File: config.mk
export PLATFORM = sky130hd
export DESIGN_NAME = shutter_edge_exposure_meter
export DESIGN_NICKNAME = d
export VERILOG_FILES = /design/src/sem_pkg.sv /design/src/sem_apb_regs.sv /design/src/sem_front.sv /design/src/sem_job_queue.sv /design/src/sem_back.sv /design/src/shutter_edge_exposure_meter.sv
export SDC_FILE = /design/constraint.sdc
export NUM_CORES = 2
export LEC_CHECK = 0
export BUFFER_PORTS_ARGS = -buffer_cell sky130_fd_sc_hd__buf_2
export CELL_PAD_IN_SITES_DETAIL_PLACEMENT = 1
export CELL_PAD_IN_SITES_GLOBAL_PLACEMENT = 1
export CORE_MARGIN = 4
export CORE_UTILIZATION = 44
export DETAILED_ROUTE_END_ITERATION = 16
export PLACE_DENSITY_LB_ADDON = 0.1
export SLEW_MARGIN = 10
export SYNTH_ARGS = -nofsm -noshare
export SYNTH_HDL_FRONTEND = slang
export SYNTH_HIERARCHICAL = 1
export SYNTH_SLANG_ARGS = --single-unit
File: constraint.sdc
create_clock -name clk -period 23.1 [get_ports clk]
set_input_delay 2.31 -clock clk [delete_from_list [all_inputs] [get_ports clk]]
set_output_delay 2.31 -clock clk [all_outputs]
set_load 0.01 [all_outputs]
File: src/sem_pkg.sv
// Shared widths, codes, reset values and bundle types for the shutter edge exposure meter.
// Used by every module of the block; depends on nothing.
`default_nettype none

package sem_pkg;

  localparam int SAMPLE_W = 12;
  localparam int LEVEL_W  = SAMPLE_W + 1;
  localparam int PERIOD_W = 16;
  localparam int SPREAD_W = 8;
  localparam int COUNT_W  = 32;
  localparam int TIME_W   = 48;
  localparam int EMA_SHIFT = 6;
  localparam int EMA_W    = LEVEL_W + EMA_SHIFT;
  localparam int MIN_BAND = 8;
  localparam int BAND_SHIFT = 4;
  localparam int PROD_W   = SAMPLE_W + PERIOD_W;
  localparam int ITER_W   = $clog2(PERIOD_W);

  // configuration port
  localparam int CFG_ADDR_W = 4;
  localparam int CFG_DATA_W = 32;
  localparam logic [1:0] REG_PERIOD = 2'd0;
  localparam logic [1:0] REG_RAIL   = 2'd1;
  localparam logic [1:0] REG_WEAK   = 2'd2;
  localparam logic [1:0] REG_SPREAD = 2'd3;

  localparam logic [PERIOD_W-1:0] PERIOD_RST = PERIOD_W'(2000);
  localparam logic [SAMPLE_W-1:0] RAIL_RST   = SAMPLE_W'(4063);
  localparam logic [SAMPLE_W-1:0] WEAK_RST   = SAMPLE_W'(48);
  localparam logic [SPREAD_W-1:0] SPREAD_RST = SPREAD_W'(16);

  // result status codes
  localparam logic [1:0] ST_OK      = 2'd0;
  localparam logic [1:0] ST_WEAK    = 2'd1;
  localparam logic [1:0] ST_CLIPPED = 2'd2;
  localparam logic [1:0] ST_STALE   = 2'd3;

  // crossing job kinds
  localparam logic [1:0] JOB_RISE  = 2'd0;
  localparam logic [1:0] JOB_FALL  = 2'd1;
  localparam logic [1:0] JOB_STALE = 2'd2;

  localparam int JOB_DEPTH = 2;
  localparam int JOB_PTR_W = $clog2(JOB_DEPTH);

  typedef struct packed {
    logic [PERIOD_W-1:0] period;
    logic [SAMPLE_W-1:0] rail_level;
    logic [SAMPLE_W-1:0] weak_min_span;
    logic [SPREAD_W-1:0] initial_spread;
  } cfg_t;

  // one crossing handed from the classifier to the timing unit
  typedef struct packed {
    logic [1:0]          kind;
    logic [1:0]          status;
    logic [SAMPLE_W-1:0] num;    // level minus lower endpoint
    logic [SAMPLE_W-1:0] den;    // upper minus lower endpoint
    logic [COUNT_W-1:0]  count;  // sample index of the crossing step
  } job_t;

endpackage

`default_nettype wire

File: src/sem_apb_regs.sv
// APB-style configuration registers of the exposure meter.
// Depends on sem_pkg for widths, register indexes and reset values.
`default_nettype none

module sem_apb_regs (
  input  wire logic                           clk,
  input  wire logic                           rst,
  input  wire logic                           psel,
  input  wire logic                           penable,
  input  wire logic                           pwrite,
  input  wire logic [sem_pkg::CFG_ADDR_W-1:0] paddr,
  input  wire logic [sem_pkg::CFG_DATA_W-1:0] pwdata,
  output logic      [sem_pkg::CFG_DATA_W-1:0] prdata,
  output logic                                pready,
  output sem_pkg::cfg_t                       cfg
);

  logic       wr_en;
  logic [1:0] reg_idx;

  assign pready  = 1'b1;
  assign reg_idx = paddr[3:2];
  assign wr_en   = psel & penable & pwrite & pready;

  always_ff @(posedge clk) begin
    if (rst) begin
      cfg.period         <= sem_pkg::PERIOD_RST;
      cfg.rail_level     <= sem_pkg::RAIL_RST;
      cfg.weak_min_span  <= sem_pkg::WEAK_RST;
      cfg.initial_spread <= sem_pkg::SPREAD_RST;
    end else if (wr_en) begin
      unique case (reg_idx)
        sem_pkg::REG_PERIOD: cfg.period <= pwdata[sem_pkg::PERIOD_W-1:0];
        sem_pkg::REG_RAIL:   cfg.rail_level <= pwdata[sem_pkg::SAMPLE_W-1:0];
        sem_pkg::REG_WEAK:   cfg.weak_min_span <= pwdata[sem_pkg::SAMPLE_W-1:0];
        sem_pkg::REG_SPREAD: cfg.initial_spread <= pwdata[sem_pkg::SPREAD_W-1:0];
        default: ;
      endcase
    end
  end

  always_comb begin
    unique case (reg_idx)
      sem_pkg::REG_PERIOD: prdata = sem_pkg::CFG_DATA_W'(cfg.period);
      sem_pkg::REG_RAIL:   prdata = sem_pkg::CFG_DATA_W'(cfg.rail_level);
      sem_pkg::REG_WEAK:   prdata = sem_pkg::CFG_DATA_W'(cfg.weak_min_span);
      sem_pkg::REG_SPREAD: prdata = sem_pkg::CFG_DATA_W'(cfg.initial_spread);
      default:             prdata = '0;
    endcase
  end

endmodule

`default_nettype wire

File: src/sem_front.sv
// Sample classifier: plateau tracking, hysteresis band, crossing detection, rail latch.
// Depends on sem_pkg; emits one crossing job per rise, fall or lone fall.
`default_nettype none

module sem_front (
  input  wire logic                         clk,
  input  wire logic                         rst,
  input  sem_pkg::cfg_t                     cfg,
  input  wire logic                         in_valid,
  output logic                              in_ready,
  input  wire logic [sem_pkg::SAMPLE_W-1:0] sample,
  input  wire logic                         q_full,
  output logic                              job_push,
  output sem_pkg::job_t                     job
);

  localparam int LW = sem_pkg::LEVEL_W;
  localparam int SW = sem_pkg::SAMPLE_W;
  localparam int EW = sem_pkg::EMA_W;
  localparam int BW = LW - sem_pkg::BAND_SHIFT;
  localparam int CMP_W = LW + 2;

  logic                      seeded;
  logic [SW-1:0]             prev_sample;
  logic                      prev_in_band;
  logic [LW-1:0]             dark_level;
  logic [LW-1:0]             bright_level;
  logic                      pulse_open;
  logic [LW-1:0]             locked_threshold;
  logic                      rail_hit;
  logic [sem_pkg::COUNT_W-1:0] sample_count;

  logic                      accept;
  logic [LW:0]               lvl_sum;
  logic [LW-1:0]             thr;
  logic [LW-1:0]             span;
  logic [BW-1:0]             band;
  logic [BW-1:0]             band_m;
  logic [BW-2:0]             half;
  logic signed [CMP_W-1:0]   thr_s, low_s, high_s, prev_s, v_s;
  logic                      is_rise, is_fall, is_stale;
  logic                      rail_now;
  logic [EW-1:0]             dark_acc, bright_acc;
  logic [LW-1:0]             dark_ema, bright_ema;
  logic [1:0]                fall_status;

  assign in_ready = !q_full;
  assign accept   = in_valid & in_ready;

  assign lvl_sum = {1'b0, dark_level} + {1'b0, bright_level};
  assign thr     = lvl_sum[LW:1];
  assign span    = bright_level - dark_level;
  assign band    = span[LW-1:sem_pkg::BAND_SHIFT];
  assign band_m  = (band < BW'(sem_pkg::MIN_BAND)) ? BW'(sem_pkg::MIN_BAND) : band;
  assign half    = band_m[BW-1:1];

  assign thr_s  = $signed(CMP_W'(thr));
  assign low_s  = thr_s - $signed(CMP_W'(half));
  assign high_s = thr_s + $signed(CMP_W'(half));
  assign prev_s = $signed(CMP_W'(prev_sample));
  assign v_s    = $signed(CMP_W'(sample));

  // rise wins over any fall; a lone fall only counts with no pulse open
  assign is_rise  = (prev_s <= low_s) && (v_s >= thr_s);
  assign is_fall  = !is_rise && pulse_open && (LW'(prev_sample) >= locked_threshold)
                    && (LW'(sample) < locked_threshold);
  assign is_stale = !is_rise && !pulse_open && (prev_s >= high_s) && (v_s < thr_s);

  assign rail_now = rail_hit | (pulse_open & (sample >= cfg.rail_level));

  assign dark_acc   = (EW'(dark_level) << sem_pkg::EMA_SHIFT) - EW'(dark_level)
                      + EW'(prev_sample);
  assign bright_acc = (EW'(bright_level) << sem_pkg::EMA_SHIFT) - EW'(bright_level)
                      + EW'(prev_sample);
  assign dark_ema   = LW'(dark_acc >> sem_pkg::EMA_SHIFT);
  assign bright_ema = LW'(bright_acc >> sem_pkg::EMA_SHIFT);

  always_comb begin
    priority if (rail_now)                       fall_status = sem_pkg::ST_CLIPPED;
    else if (span < LW'(cfg.weak_min_span))      fall_status = sem_pkg::ST_WEAK;
    else                                         fall_status = sem_pkg::ST_OK;
  end

  always_comb begin
    job_push  = accept && seeded && (is_rise || is_fall || is_stale);
    job.count = sample_count;
    if (is_rise) begin
      job.kind   = sem_pkg::JOB_RISE;
      job.status = sem_pkg::ST_OK;
      job.num    = SW'(thr - LW'(prev_sample));
      job.den    = sample - prev_sample;
    end else if (is_fall) begin
      job.kind   = sem_pkg::JOB_FALL;
      job.status = fall_status;
      job.num    = SW'(locked_threshold - LW'(sample));
      job.den    = prev_sample - sample;
    end else begin
      job.kind   = sem_pkg::JOB_STALE;
      job.status = sem_pkg::ST_STALE;
      job.num    = '0;
      job.den    = '0;
    end
  end

  always_ff @(posedge clk) begin
    if (rst) begin
      seeded           <= 1'b0;
      prev_sample      <= '0;
      prev_in_band     <= 1'b0;
      dark_level       <= '0;
      bright_level     <= '0;
      pulse_open       <= 1'b0;
      locked_threshold <= '0;
      rail_hit         <= 1'b0;
      sample_count     <= '0;
    end else if (accept) begin
      prev_sample <= sample;
      if (!seeded) begin
        seeded       <= 1'b1;
        dark_level   <= LW'(sample);
        bright_level <= LW'(sample) + LW'(cfg.initial_spread);
        sample_count <= sem_pkg::COUNT_W'(1);
        prev_in_band <= 1'b0;
      end else begin
        prev_in_band <= (v_s >= low_s) && (v_s <= high_s);
        sample_count <= sample_count + 1'b1;
        rail_hit     <= is_rise ? 1'b0 : rail_now;
        if (is_rise) begin
          locked_threshold <= thr;
          pulse_open       <= 1'b1;
        end else if (is_fall) begin
          pulse_open <= 1'b0;
        end
        // plateaus learn only from out-of-band samples away from a crossing
        if (!prev_in_band && !is_rise && !is_fall && !is_stale) begin
          if (prev_s <= low_s) dark_level <= dark_ema;
          else if (prev_s >= high_s) bright_level <= bright_ema;
        end
      end
    end
  end

endmodule

`default_nettype wire

File: src/sem_job_queue.sv
// Short crossing-job queue between the classifier and the timing unit.
// Depends on sem_pkg for the job type and depth.
`default_nettype none

module sem_job_queue (
  input  wire logic    clk,
  input  wire logic    rst,
  input  wire logic    push,
  input  sem_pkg::job_t push_job,
  input  wire logic    pop,
  output sem_pkg::job_t head_job,
  output logic         full,
  output logic         empty
);

  sem_pkg::job_t                  slots [sem_pkg::JOB_DEPTH];
  logic [sem_pkg::JOB_PTR_W-1:0]  wr_ptr;
  logic [sem_pkg::JOB_PTR_W-1:0]  rd_ptr;
  logic [sem_pkg::JOB_PTR_W:0]    fill;

  assign full     = (fill == (sem_pkg::JOB_PTR_W+1)'(sem_pkg::JOB_DEPTH));
  assign empty    = (fill == '0);
  assign head_job = slots[rd_ptr];

  always_ff @(posedge clk) begin
    if (push) slots[wr_ptr] <= push_job;
  end

  always_ff @(posedge clk) begin
    if (rst) begin
      wr_ptr <= '0;
      rd_ptr <= '0;
      fill   <= '0;
    end else begin
      if (push) wr_ptr <= wr_ptr + 1'b1;
      if (pop)  rd_ptr <= rd_ptr + 1'b1;
      unique case ({push, pop})
        2'b10:   fill <= fill + 1'b1;
        2'b01:   fill <= fill - 1'b1;
        default: fill <= fill;
      endcase
    end
  end

endmodule

`default_nettype wire

File: src/sem_back.sv
// Crossing timing unit: base time multiply, serial restoring divide, result register.
// Depends on sem_pkg; holds the rise time between a rise job and its fall job.
`default_nettype none

module sem_back (
  input  wire logic                         clk,
  input  wire logic                         rst,
  input  wire logic [sem_pkg::PERIOD_W-1:0] period,
  input  sem_pkg::job_t                     head_job,
  input  wire logic                         q_empty,
  output logic                              q_pop,
  output logic                              out_valid,
  input  wire logic                         out_ready,
  output logic      [1:0]                   status,
  output logic      [sem_pkg::TIME_W-1:0]   exposure_ns
);

  localparam int PW = sem_pkg::PERIOD_W;
  localparam int SW = sem_pkg::SAMPLE_W;
  localparam int TW = sem_pkg::TIME_W;

  localparam logic [1:0] B_IDLE = 2'd0;
  localparam logic [1:0] B_MUL  = 2'd1;
  localparam logic [1:0] B_DIV  = 2'd2;
  localparam logic [1:0] B_SUM  = 2'd3;

  logic [1:0]               state;
  sem_pkg::job_t            cur;
  logic [TW-1:0]            base_time;
  logic [SW-1:0]            rem;
  logic [PW-1:0]            quo;
  logic [sem_pkg::ITER_W-1:0] iter;
  logic                     den_zero;
  logic [TW-1:0]            rise_time;

  logic [sem_pkg::PROD_W-1:0] frac_prod;
  logic [TW-1:0]            count_prod;
  logic [SW:0]              trial;
  logic                     trial_ge;
  logic [TW-1:0]            cross_time;

  assign q_pop = (state == B_IDLE) && !q_empty && !out_valid;

  assign frac_prod  = sem_pkg::PROD_W'(cur.num) * sem_pkg::PROD_W'(period);
  assign count_prod = TW'(cur.count) * TW'(period);
  assign trial      = {rem, quo[PW-1]};
  assign trial_ge   = trial >= (SW+1)'(cur.den);
  assign cross_time = base_time + (den_zero ? '0 : TW'(quo));

  always_ff @(posedge clk) begin
    if (rst) begin
      state     <= B_IDLE;
      out_valid <= 1'b0;
      rise_time <= '0;
      iter      <= '0;
    end else begin
      if (out_valid && out_ready) out_valid <= 1'b0;
      unique case (state)
        B_IDLE: begin
          if (q_pop) begin
            cur <= head_job;
            if (head_job.kind == sem_pkg::JOB_STALE) begin
              out_valid   <= 1'b1;
              status      <= sem_pkg::ST_STALE;
              exposure_ns <= '0;
            end else begin
              state <= B_MUL;
            end
          end
        end
        B_MUL: begin
          // (n-1)*period taken as n*period - period keeps the wrap of a zero count
          base_time <= count_prod - TW'(period);
          rem       <= frac_prod[sem_pkg::PROD_W-1:PW];
          quo       <= frac_prod[PW-1:0];
          den_zero  <= (cur.den == '0);
          iter      <= sem_pkg::ITER_W'(PW - 1);
          state     <= B_DIV;
        end
        B_DIV: begin
          rem  <= trial_ge ? SW'(trial - (SW+1)'(cur.den)) : SW'(trial);
          quo  <= {quo[PW-2:0], trial_ge};
          iter <= iter - 1'b1;
          if (iter == '0) state <= B_SUM;
        end
        B_SUM: begin
          if (cur.kind == sem_pkg::JOB_RISE) begin
            rise_time <= cross_time;
          end else begin
            out_valid   <= 1'b1;
            status      <= cur.status;
            exposure_ns <= (cur.status == sem_pkg::ST_OK) ? cross_time - rise_time : '0;
          end
          state <= B_IDLE;
        end
        default: state <= B_IDLE;
      endcase
    end
  end

endmodule

`default_nettype wire

File: src/shutter_edge_exposure_meter.sv
// Shutter edge exposure meter top level. Samples are taken one per cycle while the
// two-entry crossing queue has room; a sample with no crossing yields nothing.
// A lone fall is queued, then goes straight to the result once the timing unit is idle
// with no result pending; rise and fall jobs pass the multiply, 16-step divide and sum.
// Synchronous reset returns registers to their reset values and clears plateaus and queue.
`default_nettype none

module shutter_edge_exposure_meter (
  input  wire logic                           clk,
  input  wire logic                           rst,
  input  wire logic                           in_valid,
  output logic                                in_ready,
  input  wire logic [sem_pkg::SAMPLE_W-1:0]   sample,
  output logic                                out_valid,
  input  wire logic                           out_ready,
  output logic      [1:0]                     status,
  output logic      [sem_pkg::TIME_W-1:0]     exposure_ns,
  input  wire logic                           psel,
  input  wire logic                           penable,
  input  wire logic                           pwrite,
  input  wire logic [sem_pkg::CFG_ADDR_W-1:0] paddr,
  input  wire logic [sem_pkg::CFG_DATA_W-1:0] pwdata,
  output logic      [sem_pkg::CFG_DATA_W-1:0] prdata,
  output logic                                pready
);

  sem_pkg::cfg_t cfg;
  sem_pkg::job_t push_job;
  sem_pkg::job_t head_job;
  logic          job_push;
  logic          q_pop;
  logic          q_full;
  logic          q_empty;

  sem_apb_regs u_regs (
    .clk     (clk),
    .rst     (rst),
    .psel    (psel),
    .penable (penable),
    .pwrite  (pwrite),
    .paddr   (paddr),
    .pwdata  (pwdata),
    .prdata  (prdata),
    .pready  (pready),
    .cfg     (cfg)
  );

  sem_front u_front (
    .clk      (clk),
    .rst      (rst),
    .cfg      (cfg),
    .in_valid (in_valid),
    .in_ready (in_ready),
    .sample   (sample),
    .q_full   (q_full),
    .job_push (job_push),
    .job      (push_job)
  );

  sem_job_queue u_queue (
    .clk      (clk),
    .rst      (rst),
    .push     (job_push),
    .push_job (push_job),
    .pop      (q_pop),
    .head_job (head_job),
    .full     (q_full),
    .empty    (q_empty)
  );

  sem_back u_back (
    .clk         (clk),
    .rst         (rst),
    .period      (cfg.period),
    .head_job    (head_job),
    .q_empty     (q_empty),
    .q_pop       (q_pop),
    .out_valid   (out_valid),
    .out_ready   (out_ready),
    .status      (status),
    .exposure_ns (exposure_ns)
  );

  // a job leaves the queue only while no result beat is pending
  assert property (@(posedge clk) disable iff (rst) q_pop |-> !out_valid)
    else $error("job popped while a result beat is pending");

  // only an ok pulse carries an exposure
  assert property (@(posedge clk) disable iff (rst)
    (out_valid && status != sem_pkg::ST_OK) |-> (exposure_ns == '0))
    else $error("non-ok result with non-zero exposure");

  // a pushed job is never lost to an empty queue
  assert property (@(posedge clk) disable iff (rst)
    (job_push && !q_pop) |=> !q_empty)
    else $error("pushed job not held in queue");

endmodule

`default_nettype wire
==> results.json <==
{
  "clockBufferDepth": 3,
  "path_clk_slew_ps": 70,
  "postSynthAreaPerCell_um2": 9.20,
  "setup.worst_path.class": "reg -> reg",
  "nNetsFinal": 7178,
  "cts_sinks": 502,
  "crit_fanout": 32,
  "cp.arrival_ps": 10260,
  "drc": 0,
  "fillers": 14300,
  "finClkSkew_ps": 52.8,
  "grt_first_pass_wirelength_um": 251000,
  "synth_seq_cells": 502,
  "cts_root_buffer": "clkbuf_16",
  "cts_resized": 0,
  "worst_slew_pin_slew_ps": 1210,
  "synth.distinct_cells": 117,
  "ys_warn_count": 6,
  "crit_top_cell": "o21ai_0",
  "synth_edf_count": 307,
  "ff_latch_area_um2": 13100,
  "die_w_um": 363,
  "start_util_pct": 44.6,
  "hold_buffers": 0,
  "drtIter0Drc": 2127,
  "yosysSeqAreaShare_pct": 23.7,
  "endpoint_kind": "register",
  "dp.cells": 7553,
  "postSynthCellCount": 6028,
  "cp-start-kind": "register",
  "cts.htree.levels": 3,
  "synth_area_leaders": "fa_1 (22%), edfxtp_1 (17%), ha_1 (12%)",
  "grt_usage_pct": 24.0,
  "max_stage_delay_ps": 710,
  "setup_viol": 0,
  "post_cts_buffers": 0,
  "rows": 129,
  "die_y_um": 363,
  "grt_pass1_vias": 44700,
  "clk_latency_ps": 690,
  "place_congestion": 0.863,
  "final_cell_count_no_fill": 7678,
  "grt_max_degree": 74,
  "cts_buffers": 66,
  "hold_class": "reg -> reg",
  "rsz0062_at_grt": "no",
  "drv_slew": 0,
  "cts_tree": "done",
  "wl_um": 158000,
  "synthArstFlopShare_pct": 0,
  "grt-ovfl-total": 0,
  "cpLargestDelayFamily": "compound AO/OA/AOI/OAI gates",
  "slew-limit-headroom_pct": 18.5,
  "finish.utilization_pct": 47.9,
  "ant_nets": 0,
  "status": "finished clean",
  "hold_viol": 0,
  "synth.largest_area_cell": "fa_1",
  "avgRoutedWirePerCell_um": 20.5,
  "coreArea_um2": 124000,
  "maxCapViolations": 0,
  "synthToLayoutAreaGrowth_pct": 7.40,
  "viasPerCell": 5.41,
  "required_ps": 23420,
  "hold_slack_ps": 454,
  "die-area_um2": 132000,
  "dp_hpwl_um": 120000,
  "drtPass1Iterations": 5,
  "fin_crit_ps": 9940,
  "timing.fmax_mhz": 101,
  "finalCritPeriodShare_pct": 43.0,
  "ioPinCount": 140,
  "portBuffers": 104,
  "slowest_stage": "nor2_4",
  "synth_flop_cell": "edfxtp_1",
  "drive_above_1_share_pct": 7.04,
  "synth_top_area_share_pct": 21.5,
  "cp_num_buf_inv": 7,
  "grt_antenna_before_repair": 6,
  "vias": 41500,
  "synth_area_um2": 55500,
  "finalSetupTns_ps": 0,
  "multi_input_area_um2": 37700
}
==> kinds of logic (layout without fill, tap and decap cells) <==
group / Yosys count / in the layout / share of synthesized area, %
other: 3 / 23 / 0.0203
adder cells (fa/ha/maj): 1139 / 1139 / 33.8
AO/OA/AOI/OAI: 952 / 952 / 11.3
XOR/XNOR: 271 / 271 / 4.31
flip-flops: 502 / 502 / 23.7
AND/OR/NAND/NOR: 1793 / 1793 / 15.3
buffers and inverters: 1216 / 1209 / 8.55
multiplexers: 152 / 152 / 3.08
==> layout make-up <==
class                   instances  area share, %
clock buffers                  89           3.09
flip-flops and latches        502           22.1
multi-input cells            4327           63.3
diodes                          3         0.0126
well taps                    1637           3.44
inverters                     942           5.94
clock inverters                33          0.737
repair buffers                145           1.40
==> cell usage in the layout, fill, tap and decap left out, types with 14 or more instances in the layout <==
cell / netlist / routed
a211oi_1: 65 / 64
a21o_1: 108 / 108
a21oi_1: 309 / 309
a31oi_1: 48 / 48
and2_1: 232 / 230
and3_1: 44 / 44
buf_2: 22 / 103
buf_4: 19 / 41
clkbuf_1: 215 / 14
clkbuf_16: 0 / 67
conb_1: 3 / 20
dfxtp_1: 195 / 180
dfxtp_2: 0 / 15
edfxtp_1: 307 / 307
fa_1: 596 / 596
ha_1: 543 / 542
inv_1: 937 / 937
mux2_2: 68 / 68
mux2i_1: 75 / 75
nand2_1: 750 / 749
nand2b_1: 83 / 83
nand3_1: 88 / 88
nand4_1: 36 / 36
nor2_1: 336 / 335
nor2b_1: 70 / 66
nor3_1: 49 / 49
o211ai_1: 19 / 19
o21a_1: 35 / 35
o21ai_0: 154 / 154
o21ai_1: 14 / 14
o21bai_1: 27 / 27
o31ai_1: 18 / 17
or3_1: 18 / 18
xnor2_1: 174 / 174
xor2_1: 96 / 96
==> worst reg2reg max path: cells and delay by family, from the launching register on <==
family | cells | cell delay, ps
AND/OR/NAND/NOR | 7 | 1750
adder cells (fa/ha/maj) | 4 | 1330
buffers and inverters | 7 | 1470
flip-flops | 1 | 360
AO/OA/AOI/OAI | 15 | 4080
XOR/XNOR | 2 | 550
==> path summary, 6_finish.rpt <==
kind	cells after the start	startpoint	slack, ps	endpoint
max	35	u_front/dark_level[2]	13160	u_queue/slots[0][26]
min	2	u_back/rise_time[11]	450	u_back/rise_time[11]
max reg2reg	35	u_front/dark_level[2]	13160	u_queue/slots[0][26]
min reg2reg	2	u_back/rise_time[11]	450	u_back/rise_time[11]
==> metal layers <==
layer	wire length, um	vias up	GRT usage (%)
met2	77800	669	42.5
met5	34	-	0
li1	-	19600	-
met4	3980	4	6.25
met1	70500	21100	31.4
met3	5220	192	2.64
==> sequential cells by signal (all words and copies together) (netlist names), 2 cells and up, named ones only <==
name / flops
u_queue/slots: 120
u_back/cur: 60
u_back/base_time: 48
u_back/exposure_ns: 48
u_back/rise_time: 48
u_regs/cfg: 48
u_front/sample_count: 32
u_back/quo: 16
u_front/bright_level: 13
u_front/dark_level: 13
u_front/locked_threshold: 13
u_back/rem: 12
u_front/prev_sample: 12
u_back/iter: 4
u_back/state: 2
u_back/status: 2
u_queue/fill: 2
==> per-stage QoR <==
| stage | setup slack, ps | area (um^2) |
|---|---|---|
| after global routing | 12300 | 59600 |
| after floorplan | 14130 | 55500 |
| final | 13160 | 59600 |
| after global placement | 13360 | 57300 |
| after CTS | 13230 | 59500 |
| after detailed placement | 13320 | 57300 |
==> synthesized netlist by cell type (96+ instances only) <==
master and n:
a21o_1 108, a21oi_1 309, and2_1 232, clkbuf_1 215, dfxtp_1 195, edfxtp_1 307
fa_1 596, ha_1 543, inv_1 937, nand2_1 750, nor2_1 336, o21ai_0 154
xnor2_1 174, xor2_1 96
Power is not shown: default switching activity piles up to over one toggle a cycle in this logic, so the estimate is an artifact.
